$ cat src/rtl/core/jhtd_pkg.sv
// ----------------------------------------------------------------------------
// JPEG Huffman table decoder package
// Field widths, segment layout constants and the result and action codes
// shared by the decoder, its checker and its testbench.
// ----------------------------------------------------------------------------
package jhtd_pkg;

  // Code lengths 1 to 16, one count byte each
  localparam int unsigned NumLengths  = 16;
  localparam int unsigned LenIdxW     = 4;
  // Class/id byte plus the count bytes
  localparam int unsigned HeaderBytes = 17;
  localparam int unsigned SymbolDepth = 256;
  localparam int unsigned SymAddrW    = 8;
  // Byte position in the segment saturates here
  localparam int unsigned IndexMax    = 511;
  localparam int unsigned IndexW      = 9;
  localparam int unsigned CodeW       = 17;
  localparam int unsigned AccW        = 16;
  localparam int unsigned LenW        = 5;

  typedef enum logic [1:0] {
    ST_SYMBOL   = 2'd0,
    ST_INVALID  = 2'd1,
    ST_ACCEPTED = 2'd2,
    ST_REJECTED = 2'd3
  } status_e;

  typedef enum logic {
    ACT_TABLE = 1'b0,
    ACT_CODE  = 1'b1
  } action_e;

endpackage

$ cat src/rtl/core/jpeg_huffman_table_decoder.sv
// ----------------------------------------------------------------------------
// JPEG canonical Huffman table decoder
// Loads one table from DHT segment bytes, then decodes code bits against the
// canonical first-code, count and offset tables, one bit per transfer.
// ----------------------------------------------------------------------------
//  channel | handshake             | payload
//  --------+-----------------------+---------------------------------------------
//  in      | in_valid_i/in_ready_o | action_i data_byte_i code_bit_i
//          |                       | table_first_i table_last_i
//  out     | out_valid_o/out_ready_i | symbol_o status_o
//
// One item per cycle; a result appears in the cycle after its input transfer.
// Canonical tables are built one count byte at a time, so no pass follows the
// 16th count. The symbol comes from the store RAM's registered read port.
// Reset leaves no table loaded; the symbol store itself is not cleared.
// Input is taken whenever the result register is empty or being drained.
// ----------------------------------------------------------------------------
module jpeg_huffman_table_decoder
  import jhtd_pkg::*;
(
  input  logic       clk_i,
  input  logic       rst_ni,
  input  logic       in_valid_i,
  output logic       in_ready_o,
  input  logic       action_i,
  input  logic [7:0] data_byte_i,
  input  logic       code_bit_i,
  input  logic       table_first_i,
  input  logic       table_last_i,
  output logic       out_valid_o,
  input  logic       out_ready_i,
  output logic [7:0] symbol_o,
  output logic [1:0] status_o
);

  logic [7:0]        counts_q [NumLengths];
  logic [7:0]        counts_d [NumLengths];
  logic [CodeW-1:0]  first_q  [NumLengths];
  logic [CodeW-1:0]  first_d  [NumLengths];
  logic [IndexW-1:0] offs_q   [NumLengths];
  logic [IndexW-1:0] offs_d   [NumLengths];

  logic [IndexW-1:0] load_index_q, load_index_d;
  logic [IndexW-1:0] expected_q, expected_d;
  logic              ready_q, ready_d;
  logic              bad_q, bad_d;
  logic [AccW-1:0]   acc_q, acc_d;
  logic [LenW-1:0]   len_q, len_d;
  // running canonical code and symbol count while the counts stream in
  logic [CodeW-1:0]  run_code_q, run_code_d;
  logic [IndexW-1:0] cum_q, cum_d;
  logic [LenW-1:0]   maxlen_q, maxlen_d;
  logic [CodeW-1:0]  last_code_q, last_code_d;
  logic              out_valid_q, out_valid_d;
  status_e           status_q, status_d;

  logic                accept, is_table, is_code;
  logic [IndexW-1:0]   pos, pos_m1, idx_next, store_k;
  logic                pos_zero, pos_cnt;
  logic [LenIdxW-1:0]  cnt_idx;
  logic [CodeW:0]      code_sum, code_limit;
  logic [IndexW:0]     cum_sum;
  logic [IndexW-1:0]   cum_sat;
  logic                store_we;

  logic [AccW-1:0]     acc_n;
  logic [LenW-1:0]     len_n, shamt;
  logic [LenIdxW-1:0]  sel;
  logic [CodeW-1:0]    diff, last_sh;
  logic                ge, hit, dead, no_len;
  logic [IndexW:0]     sym_idx;
  logic [7:0]          ram_rdata;

  assign accept     = in_valid_i && in_ready_o;
  assign is_table   = accept && (action_i == ACT_TABLE);
  assign is_code    = accept && (action_i == ACT_CODE);
  assign in_ready_o = !out_valid_q || out_ready_i;

  // Segment byte position and the incremental table build
  assign pos      = table_first_i ? '0 : load_index_q;
  assign pos_m1   = pos - IndexW'(1);
  assign pos_zero = (pos == '0);
  assign pos_cnt  = !pos_zero && (pos <= IndexW'(NumLengths));
  assign cnt_idx  = pos_m1[LenIdxW-1:0];
  assign idx_next = (pos == IndexW'(IndexMax)) ? pos : pos + IndexW'(1);

  assign code_sum   = {1'b0, run_code_q} + {(CodeW - 7)'(0), data_byte_i};
  assign code_limit = (CodeW + 1)'(2) << cnt_idx;
  assign cum_sum    = {1'b0, cum_q} + {(IndexW - 7)'(0), data_byte_i};
  assign cum_sat    = (cum_sum > (IndexW + 1)'(IndexMax)) ? IndexW'(IndexMax)
                                                          : cum_sum[IndexW-1:0];

  assign store_k  = pos - IndexW'(HeaderBytes);
  assign store_we = is_table && (pos >= IndexW'(HeaderBytes)) &&
                    (store_k < expected_q) && (store_k < IndexW'(SymbolDepth));

  // Code bit path
  assign acc_n   = {acc_q[AccW-2:0], code_bit_i};
  assign len_n   = len_q + LenW'(1);
  assign sel     = len_q[LenIdxW-1:0];
  assign ge      = ({1'b0, acc_n} >= first_q[sel]);
  assign diff    = {1'b0, acc_n} - first_q[sel];
  assign hit     = (counts_q[sel] != '0) && ge && (diff < {(CodeW - 8)'(0), counts_q[sel]});
  // an accepted table keeps every index below the store depth
  assign sym_idx = {1'b0, offs_q[sel]} + {(IndexW - 7)'(0), diff[7:0]};
  assign shamt   = maxlen_q - len_n;
  assign last_sh = last_code_q >> shamt;
  assign no_len  = (maxlen_q == '0) || (len_n > maxlen_q);
  assign dead    = (len_n >= maxlen_q) || ({1'b0, acc_n} > last_sh);

  always_comb begin
    logic    res_valid;
    status_e res_status;
    logic    ok;

    counts_d     = counts_q;
    first_d      = first_q;
    offs_d       = offs_q;
    load_index_d = load_index_q;
    expected_d   = expected_q;
    ready_d      = ready_q;
    bad_d        = bad_q;
    acc_d        = acc_q;
    len_d        = len_q;
    run_code_d   = run_code_q;
    cum_d        = cum_q;
    maxlen_d     = maxlen_q;
    last_code_d  = last_code_q;
    res_valid    = 1'b0;
    res_status   = ST_INVALID;
    ok           = 1'b0;

    if (is_table) begin
      if (pos_zero) begin
        for (int i = 0; i < NumLengths; i++) begin
          counts_d[i] = '0;
          first_d[i]  = '0;
          offs_d[i]   = '0;
        end
        expected_d  = '0;
        ready_d     = 1'b0;
        bad_d       = 1'b0;
        acc_d       = '0;
        len_d       = '0;
        run_code_d  = '0;
        cum_d       = '0;
        maxlen_d    = '0;
        last_code_d = '0;
      end else if (pos_cnt) begin
        counts_d[cnt_idx] = data_byte_i;
        first_d[cnt_idx]  = run_code_q;
        offs_d[cnt_idx]   = cum_q;
        run_code_d        = {code_sum[CodeW-2:0], 1'b0};
        cum_d             = cum_sat;
        // oversubscribed length or too many symbols
        if ((code_sum > code_limit) || (cum_sum > (IndexW + 1)'(SymbolDepth))) begin
          bad_d = 1'b1;
        end
        if (data_byte_i != '0) begin
          maxlen_d    = pos[LenW-1:0];
          last_code_d = code_sum[CodeW-1:0] - CodeW'(1);
        end
        if (pos == IndexW'(NumLengths)) begin
          expected_d = cum_sat;
        end
      end
      load_index_d = idx_next;
      if (table_last_i) begin
        ok = ({1'b0, idx_next} >= (IndexW + 1)'(HeaderBytes)) && !bad_d &&
             ({1'b0, idx_next} >= (IndexW + 1)'(HeaderBytes) + {1'b0, expected_d});
        load_index_d = '0;
        ready_d      = ok;
        acc_d        = '0;
        len_d        = '0;
        res_valid    = 1'b1;
        res_status   = ok ? ST_ACCEPTED : ST_REJECTED;
      end
    end else if (is_code) begin
      acc_d = '0;
      len_d = '0;
      if (!ready_q || no_len) begin
        res_valid  = 1'b1;
        res_status = ST_INVALID;
      end else if (hit) begin
        res_valid  = 1'b1;
        res_status = ST_SYMBOL;
      end else if (dead) begin
        res_valid  = 1'b1;
        res_status = ST_INVALID;
      end else begin
        acc_d = acc_n;
        len_d = len_n;
      end
    end

    if (accept) begin
      out_valid_d = res_valid;
      status_d    = res_valid ? res_status : status_q;
    end else begin
      out_valid_d = out_valid_q && !out_ready_i;
      status_d    = status_q;
    end
  end

  always_ff @(posedge clk_i or negedge rst_ni) begin
    if (!rst_ni) begin
      for (int i = 0; i < NumLengths; i++) begin
        counts_q[i] <= '0;
        first_q[i]  <= '0;
        offs_q[i]   <= '0;
      end
      load_index_q <= '0;
      expected_q   <= '0;
      ready_q      <= 1'b0;
      bad_q        <= 1'b0;
      acc_q        <= '0;
      len_q        <= '0;
      run_code_q   <= '0;
      cum_q        <= '0;
      maxlen_q     <= '0;
      last_code_q  <= '0;
      out_valid_q  <= 1'b0;
      status_q     <= ST_INVALID;
    end else begin
      counts_q     <= counts_d;
      first_q      <= first_d;
      offs_q       <= offs_d;
      load_index_q <= load_index_d;
      expected_q   <= expected_d;
      ready_q      <= ready_d;
      bad_q        <= bad_d;
      acc_q        <= acc_d;
      len_q        <= len_d;
      run_code_q   <= run_code_d;
      cum_q        <= cum_d;
      maxlen_q     <= maxlen_d;
      last_code_q  <= last_code_d;
      out_valid_q  <= out_valid_d;
      status_q     <= status_d;
    end
  end

  jhtd_ram #(
    .Width (8),
    .Depth (SymbolDepth)
  ) u_symbol_store (
    .clk_i   (clk_i),
    .we_i    (store_we),
    .waddr_i (store_k[SymAddrW-1:0]),
    .wdata_i (data_byte_i),
    .re_i    (is_code),
    .raddr_i (sym_idx[SymAddrW-1:0]),
    .rdata_o (ram_rdata)
  );

  assign out_valid_o = out_valid_q;
  assign status_o    = status_q;
  assign symbol_o    = (status_q == ST_SYMBOL) ? ram_rdata : '0;

endmodule

$ cat src/rtl/core/jhtd_ram.sv
// ----------------------------------------------------------------------------
// Generic single-port-write RAM
// One write port, one read port with registered read data; no reset on the
// array or the read register.
// ----------------------------------------------------------------------------
module jhtd_ram #(
  parameter int unsigned Width = 8,
  parameter int unsigned Depth = 256
) (
  input  logic                     clk_i,
  input  logic                     we_i,
  input  logic [$clog2(Depth)-1:0] waddr_i,
  input  logic [Width-1:0]         wdata_i,
  input  logic                     re_i,
  input  logic [$clog2(Depth)-1:0] raddr_i,
  output logic [Width-1:0]         rdata_o
);

  logic [Width-1:0] mem_q [Depth];
  logic [Width-1:0] rdata_q;

  always_ff @(posedge clk_i) begin
    if (we_i) begin
      mem_q[waddr_i] <= wdata_i;
    end
    if (re_i) begin
      rdata_q <= mem_q[raddr_i];
    end
  end

  assign rdata_o = rdata_q;

endmodule

$ cat config.mk
export PLATFORM = sky130hd
export DESIGN_NAME = jpeg_huffman_table_decoder
export DESIGN_NICKNAME = d
export VERILOG_FILES = /design/src/rtl/core/jhtd_pkg.sv /design/src/rtl/core/jpeg_huffman_table_decoder.sv /design/src/rtl/core/jhtd_ram.sv
export SDC_FILE = /design/constraint.sdc
export NUM_CORES = 2
export LEC_CHECK = 0
export BUFFER_PORTS_ARGS = -buffer_cell sky130_fd_sc_hd__buf_2
export CAP_MARGIN = 10
export CELL_PAD_IN_SITES_DETAIL_PLACEMENT = 2
export CELL_PAD_IN_SITES_GLOBAL_PLACEMENT = 2
export CORE_ASPECT_RATIO = 2
export CORE_MARGIN = 5
export CORE_UTILIZATION = 40
export DETAILED_ROUTE_END_ITERATION = 10
export PLACE_DENSITY = 0.75
export SLEW_MARGIN = 20
export SYNTH_ARGS = -nofsm -noshare
export SYNTH_HDL_FRONTEND = slang
export SYNTH_HIERARCHICAL = 1
export SYNTH_SLANG_ARGS = --single-unit
export TNS_END_PERCENT = 30
$ cat constraint.sdc
create_clock -name clk_i -period 9.86 [get_ports clk_i]
set_input_delay 0.986 -clock clk_i [delete_from_list [all_inputs] [get_ports clk_i]]
set_output_delay 0.986 -clock clk_i [all_outputs]
set_load 0.02 [all_outputs]
Word-level counts from Yosys, hierarchy flattened:

Memories as Yosys holds them, arrays and structs flattened. A register that Yosys moved wholly into a read port is not among the register bits.
Cells that the tools add are included.

* memory bits (writable): 2048
* latch bits: 0
* memories kept: 1
* bits of input ports: 16
* flip-flop bits (word level): 635
* memory bits (read-only): 0
* word-level logic and storage cells: 212

Memories
* u_symbol_store.mem_q: words 256, width 8, rd ports 1, clocked after memory_dff 1, write ports 1, line jhtd_ram.sv:19 `logic [Width-1:0] mem_q [Depth];`

* bitwise logic cells: 3
* reduce and logical (&&, ||, !) cells: 37
* multipliers: 0
* magnitude comparators: 17
* div/mod/pow operators: 0
* shifts and indexed selects: 2
* add/sub/neg operators: 11
* multiplexer cells: 78
* equal/unequal tests: 3

Operator list (count)
* $mux W272: 2
* $mux W144: 2
* $bwmux W272: 1
* $mux W128: 2
* $bwmux W144: 1
* $mux W17: 8
* $bwmux W128: 1
* $mux W15: 7
* $mux W9: 11
* $bmux W17 S4: 1
* $demux W17 S4: 1
* $mux W5: 10
* $mux W8: 6
* $bmux W9 S4: 1
* $demux W9 S4: 1
* $bmux W8 S4: 1
* $demux W8 S4: 1
* $gt A10 B9 Y1 const B: 2
* $mux W1: 19
* $add A17 B8 Y18: 1
* $ge A9 B5 Y1 const B: 2
* $gt A18 B18 Y1: 1
* $shl A2 B4 Y18 const A: 1
* $ge A16 B17 Y1: 1
* 37 further kinds: 67

Logic depth before layout (Yosys ltp):

* word-level depth: 15
* mapped depth: 28

Cells and area by module:

The synthesis kept the hierarchy.

By module, submodules not included
* jhtd_ram: cells each 3733, area an instance 79636.4 µm², sequential area each 61739.2 µm², instances 1
* jpeg_huffman_table_decoder: cells each 3072, area an instance 30854.6 µm², sequential area each 15065.7 µm², instances 1

Least setup slack after synthesis:

OpenSTA, ideal clock, no wires.

* path kind: flip-flop to flip-flop
* start: register len_q[0]
* end: register u_symbol_store.rdata_q[7], in the netlist u_symbol_store/rdata_o[7] (read register of u_symbol_store.mem_q), data pin
* data arrival time: 6.084 ns
* buffers on the path: 7
* setup slack: 3.510 ns
* library setup time: 0.266 ns
* data required time: 9.594 ns
* cell stages (with the launch flop): 29
* cells stage by stage: dfrtp_1 buf_2 buf_2 buf_2 buf_1 buf_2 mux4_2 mux4_2 inv_1 ha_1 a21o_1 a21oi_1 nor2b_1 o21a_1 nor2_1 xnor2_1 ha_1 a21oi_1 o21ai_0 xnor2_1 xnor2_1 buf_4 nor3b_1 clkbuf_1 o221ai_1 nand2_1 a21oi_1 nor4_1 nor4_1

* word-level cells in the longest chain between the ends: 6

Ends and longest elaborated chain
* start: declaration: line jpeg_huffman_table_decoder.sv:48 `logic [LenW-1:0] len_q, len_d;`
* start signal: assignment: line jpeg_huffman_table_decoder.sv:233 `len_q <= len_d;`
* $not A4 Y5 (implied by the code) (*): line jpeg_huffman_table_decoder.sv:102, jpeg_huffman_table_decoder.sv:105
* $bmux W17 S4: line jpeg_huffman_table_decoder.sv:102 `assign diff = {1'b0, acc_n} - first_q[sel];`
* $mux W17 (implied by the code) (2 in series): line jpeg_huffman_table_decoder.sv:102
* $sub A16 B17 Y17: line jpeg_huffman_table_decoder.sv:102
* $add A8 B8 Y8 (*): line jpeg_huffman_table_decoder.sv:105 `assign sym_idx = {1'b0, offs_q[sel]} + {(IndexW - 7)'(0), diff[7:0]};`
* net sym_idx[7]: line jpeg_huffman_table_decoder.sv:71 `logic [IndexW:0] sym_idx;`
* end: declaration: line jhtd_ram.sv:20 `logic [Width-1:0] rdata_q;`

Mark *: on every way through the listed nets, which the timed path passes. The rest lies on a longest branch. The select of a mux whose other input is x is not followed.
A chain may end at the register's enable or synchronous reset.

Worst setup path in the final report:

* start: register len_q[0]
* end: register u_symbol_store.rdata_q[6], in the netlist u_symbol_store/rdata_o[6] (read register of u_symbol_store.mem_q), data pin

Same word-level chain as after synthesis.

==> results list <==
- The flow ran to the end, and the final reports show no timing, DRC or antenna violations.
- The die is 753 um tall.
* Yosys Warn Count: 6
* Count of routing violations after the opening detailed-route iteration: 7846
* Fraction of layout cells with a size suffix above 1: 0.182
- The cell sitting at the root of the clock tree is a sky130_fd_sc_hd__clkbuf_16.
- The worst setup path is captured at a register.
- At the pin with the least slew margin, the transition time is 1.27 ns.
- The final hold violation count is 0.
- The final layout contains routed wiring with a total length of 404000 um.
* Total via count in the routed design: 67500
* Vias in the first global route: 72600
- Counting distinct cell types in the post-synthesis netlist gives 95.
- Post-detailed-placement cell area: 0.114 mm2
- Utilization after layout: 0.445
* Met1 Wirelength: 151000 um
- Entering global routing, the biggest net connects 158 pins.
- Post-detail-place hpwl: 244000 um
- WP data required: 10.50 ns
- Along the worst path, the maximum fanout reaches 38.
- Gate count after technology mapping: 6805
- Post-synthesis register bit count: 2658
- Global-route usage over all layers: 0.277
- Clock-pin slew was measured on the worst setup and hold paths at 0.07 ns.
* Register-to-Register Setup Slack: 1.80 ns
* Count of maximum capacitance violations: 0
- Timing-limited maximum frequency: 124 MHz
- Grt total ovfl: 0
- The finished cells cover 0.123 mm2.
- Net Count, Synth: 6934
* Final Slew Violations: 0
* Top Metal Used: met5
- Counting flops with an async set or reset pin after synthesis yields a share of 0.226.
- Level count of the clock H-tree: 4
* Via-to-Cell Ratio: 6.39
- Startpoint Class: register
* WL/cell: 38.2 um
- Detailed-route DRC error count: 0
- Clock skew on the completed layout was measured at 0.0774 ns.
- Final Setup Violations: 0
- The clock passes through at most 4 buffers.
* Total power of the final layout: 23500 uW
* Met3 layer wire length in the routed design: 30000 um
- The worst register-to-register path ends at u_symbol_store/rdata_o[6].
- Site Rows: 273
* Leak pwr: 0.0411 uW
- Total power divided by cell area: 192 mW/mm2
- The number of setup buffers added after CTS is 0.
- The synthesized design contains 2056 enable-type register cells.
- After floorplanning, the core was sized to cover 0.276 mm2.
* Post-synthesis sequential area ratio: 0.695
- For the worst setup path, the data arrival time is 8.70 ns.
- The floorplan step defined a die boundary enclosing 0.287 mm2.
- Routability congestion estimate from global placement: 0.852
- Avg Inst Size Synth: 16.2 um2
- The worst hold path belongs to the class in2async.
- IO buf count: 27
- In this run, post-CTS repair resized a total of 0 instances.
- IR analysis of the VDD net gives a maximum drop of 188 uV.
* Final antenna-violating net count: 0
- Post-Place Cells: 10100
- Final #Nets: 6896
* Initial antenna violation count: 18
- Setup repair after global routing left no endpoint under its margin.
* Share of the cycle needed by the critical path after routing: 0.818
* Post-layout minimum cycle time: 8.06 ns
- Predominant post-synthesis flop cell: sky130_fd_sc_hd__edfxtp_1
- CTS tree: yes
* Max-slew headroom at the worst pin: 0.148
- Starting Density: 0.401
* Die width: 382 um
- The number of hold buffers added after CTS was 0.
- In this run the critical register-to-register path is launched from len_q[0].
- Filler Cell Count: 25500
- Clock latency at the later pin of the worst-skew pair: 0.95 ns
* Cell area after technology mapping: 0.110 mm2
- Reg2reg path depth: 21
- Setup CP Type: reg2reg
- Compared with the post-synthesis result, the final layout area differs by 11.1%.
- Global-route wire length before repair: 573000 um
- After detailed routing, the met2 layer carries 202000 um of wire.
- The first detailed-routing pass ran for 6 iterations.
- For this design the top-level I/O count stands at 28.
- The tree built by TritonCTS fans out to 2658 sinks.
- Number of non-filler instances in the completed layout: 10600
- Setup TNS: 0 ns
* Number of CTS-inserted buffers: 240
## layout make-up
cell class              instances  area, um2  share of cell area
well taps                    3575       4470              0.0364
inverters                      69        267             0.00217
flip-flops and latches       2658      76800               0.626
clock inverters               156       1760              0.0143
diodes                          6       15.0            0.000122
clock buffers                 289       6410              0.0522
multi-input cells            3626      31500               0.257
repair buffers                172       1500              0.0123
## flip-flops by register name, indices dropped and copies added (netlist names), 2 cells and up
signal / flops
load_index_q: 9
len_q: 5
cum_q: 9
counts_q: 128
offs_q: 128
status_o: 2
maxlen_q: 5
u_symbol_store/rdata_o: 8
first_q: 256
last_code_q: 17
expected_q: 9
u_symbol_store/mem_q: 2048
run_code_q: 16
acc_q: 15
## cells in the final DEF, fill, tap and decap left out, types with 150 or more instances in the layout
| cell | synthesis | routed |
|---|---|---|
| sky130_fd_sc_hd__edfxtp_1 | 2056 | 2056 |
| sky130_fd_sc_hd__mux4_2 | 607 | 607 |
| sky130_fd_sc_hd__o21ai_1 | 213 | 212 |
| sky130_fd_sc_hd__mux2i_1 | 162 | 162 |
| sky130_fd_sc_hd__nor2_1 | 349 | 340 |
| sky130_fd_sc_hd__o21ai_0 | 420 | 419 |
| sky130_fd_sc_hd__a21oi_1 | 150 | 150 |
| sky130_fd_sc_hd__nand2_1 | 761 | 749 |
| sky130_fd_sc_hd__dfrtp_1 | 601 | 597 |
| sky130_fd_sc_hd__clkbuf_16 | 0 | 242 |
## cells by family (layout without fill, tap and decap cells)
logic type / Yosys count / in the layout / synth area share
AO/OA/AOI/OAI: 1229 / 1229 / 0.0677
other: 1 / 7 / 0.0000339
multiplexers: 778 / 778 / 0.140
AND/OR/NAND/NOR: 1438 / 1438 / 0.0556
flip-flops: 2658 / 2658 / 0.695
XOR/XNOR: 67 / 67 / 0.00531
buffers and inverters: 521 / 686 / 0.0235
adder cells (fa/ha/maj): 113 / 113 / 0.0131
## per-layer routing
metal / global-route usage / vias to the layer above
li1: - / 26500
met1: 0.352 / 36600
met2: 0.469 / 3452
met3: 0.0496 / 885
met4: 0.115 / 12
met5: 0 / -
## critical path, stage by stage (launching register included)
cell and delay (ns):
sky130_fd_sc_hd__dfrtp_4 0.93, sky130_fd_sc_hd__buf_4 0.70, sky130_fd_sc_hd__mux4_2 0.60, sky130_fd_sc_hd__mux4_2 0.48
sky130_fd_sc_hd__inv_1 0.08, sky130_fd_sc_hd__ha_1 0.27, sky130_fd_sc_hd__nor2b_1 0.15, sky130_fd_sc_hd__o21a_1 0.17
sky130_fd_sc_hd__nor2_1 0.12, sky130_fd_sc_hd__xnor2_1 0.17, sky130_fd_sc_hd__ha_1 0.33, sky130_fd_sc_hd__a21oi_1 0.17
sky130_fd_sc_hd__o21ai_0 0.12, sky130_fd_sc_hd__xnor2_1 0.19, sky130_fd_sc_hd__xnor2_2 0.38, sky130_fd_sc_hd__buf_4 0.38
sky130_fd_sc_hd__nand2_1 0.17, sky130_fd_sc_hd__a21oi_1 0.80, sky130_fd_sc_hd__nand2b_1 0.23, sky130_fd_sc_hd__o22ai_1 0.17
sky130_fd_sc_hd__nor4_1 1.06, sky130_fd_sc_hd__nor4_2 0.10
## per-stage QoR
step	hold slack, ns	setup WS (ns)
3_5_place_dp	0.468	1.96
2_1_floorplan	0.443	3.51
3_3_place_gp	0.456	2.16
6_report	0.0270	1.80
4_1_cts	0.0252	1.92
5_1_grt	0.0644	1.55
## cells in the mapped netlist (39+ instances only)
| cell | number | area (um2) |
|---|---|---|
| sky130_fd_sc_hd__a21oi_1 | 150 | 751 |
| sky130_fd_sc_hd__a22o_1 | 39 | 342 |
| sky130_fd_sc_hd__a22oi_1 | 136 | 1020 |
| sky130_fd_sc_hd__buf_2 | 50 | 250 |
| sky130_fd_sc_hd__clkbuf_1 | 293 | 1100 |
| sky130_fd_sc_hd__dfrtp_1 | 601 | 15000 |
| sky130_fd_sc_hd__edfxtp_1 | 2056 | 61700 |
| sky130_fd_sc_hd__ha_1 | 108 | 1350 |
| sky130_fd_sc_hd__inv_1 | 63 | 236 |
| sky130_fd_sc_hd__mux2i_1 | 162 | 1620 |
| sky130_fd_sc_hd__mux4_2 | 607 | 13700 |
| sky130_fd_sc_hd__nand2_1 | 761 | 2860 |
| sky130_fd_sc_hd__nand3_1 | 79 | 395 |
| sky130_fd_sc_hd__nor2_1 | 349 | 1310 |
| sky130_fd_sc_hd__nor2b_1 | 48 | 300 |
| sky130_fd_sc_hd__nor3_1 | 46 | 230 |
| sky130_fd_sc_hd__nor4_1 | 39 | 244 |
| sky130_fd_sc_hd__o21ai_0 | 420 | 2100 |
| sky130_fd_sc_hd__o21ai_1 | 213 | 1070 |
| sky130_fd_sc_hd__o221ai_1 | 47 | 412 |
| sky130_fd_sc_hd__xnor2_1 | 40 | 350 |
## how the worst max path moves through the flow
stage | start | endpoint | slack, ns | depth (start not counted)
after floorplan | len_q[0] | u_symbol_store/rdata_o[7] | 3.51 | 28
after global placement | len_q[0] | u_symbol_store/rdata_o[4] | 2.16 | 20
after detailed placement | len_q[0] | u_symbol_store/rdata_o[4] | 1.96 | 21
after CTS | len_q[0] | u_symbol_store/rdata_o[6] | 1.92 | 21
after global routing | len_q[0] | u_symbol_store/rdata_o[6] | 1.55 | 21
final | len_q[0] | u_symbol_store/rdata_o[6] | 1.80 | 21
## report_power, final
part | switching, uW | internal (uW) | leakage (uW)
Sequential | 31.2 | 12100 | 0.0269
Combinational | 979 | 355 | 0.0103
Clock | 4500 | 5540 | 0.00400
Total | 5510 | 18000 | 0.0411
(Power assumes the default switching activity.)
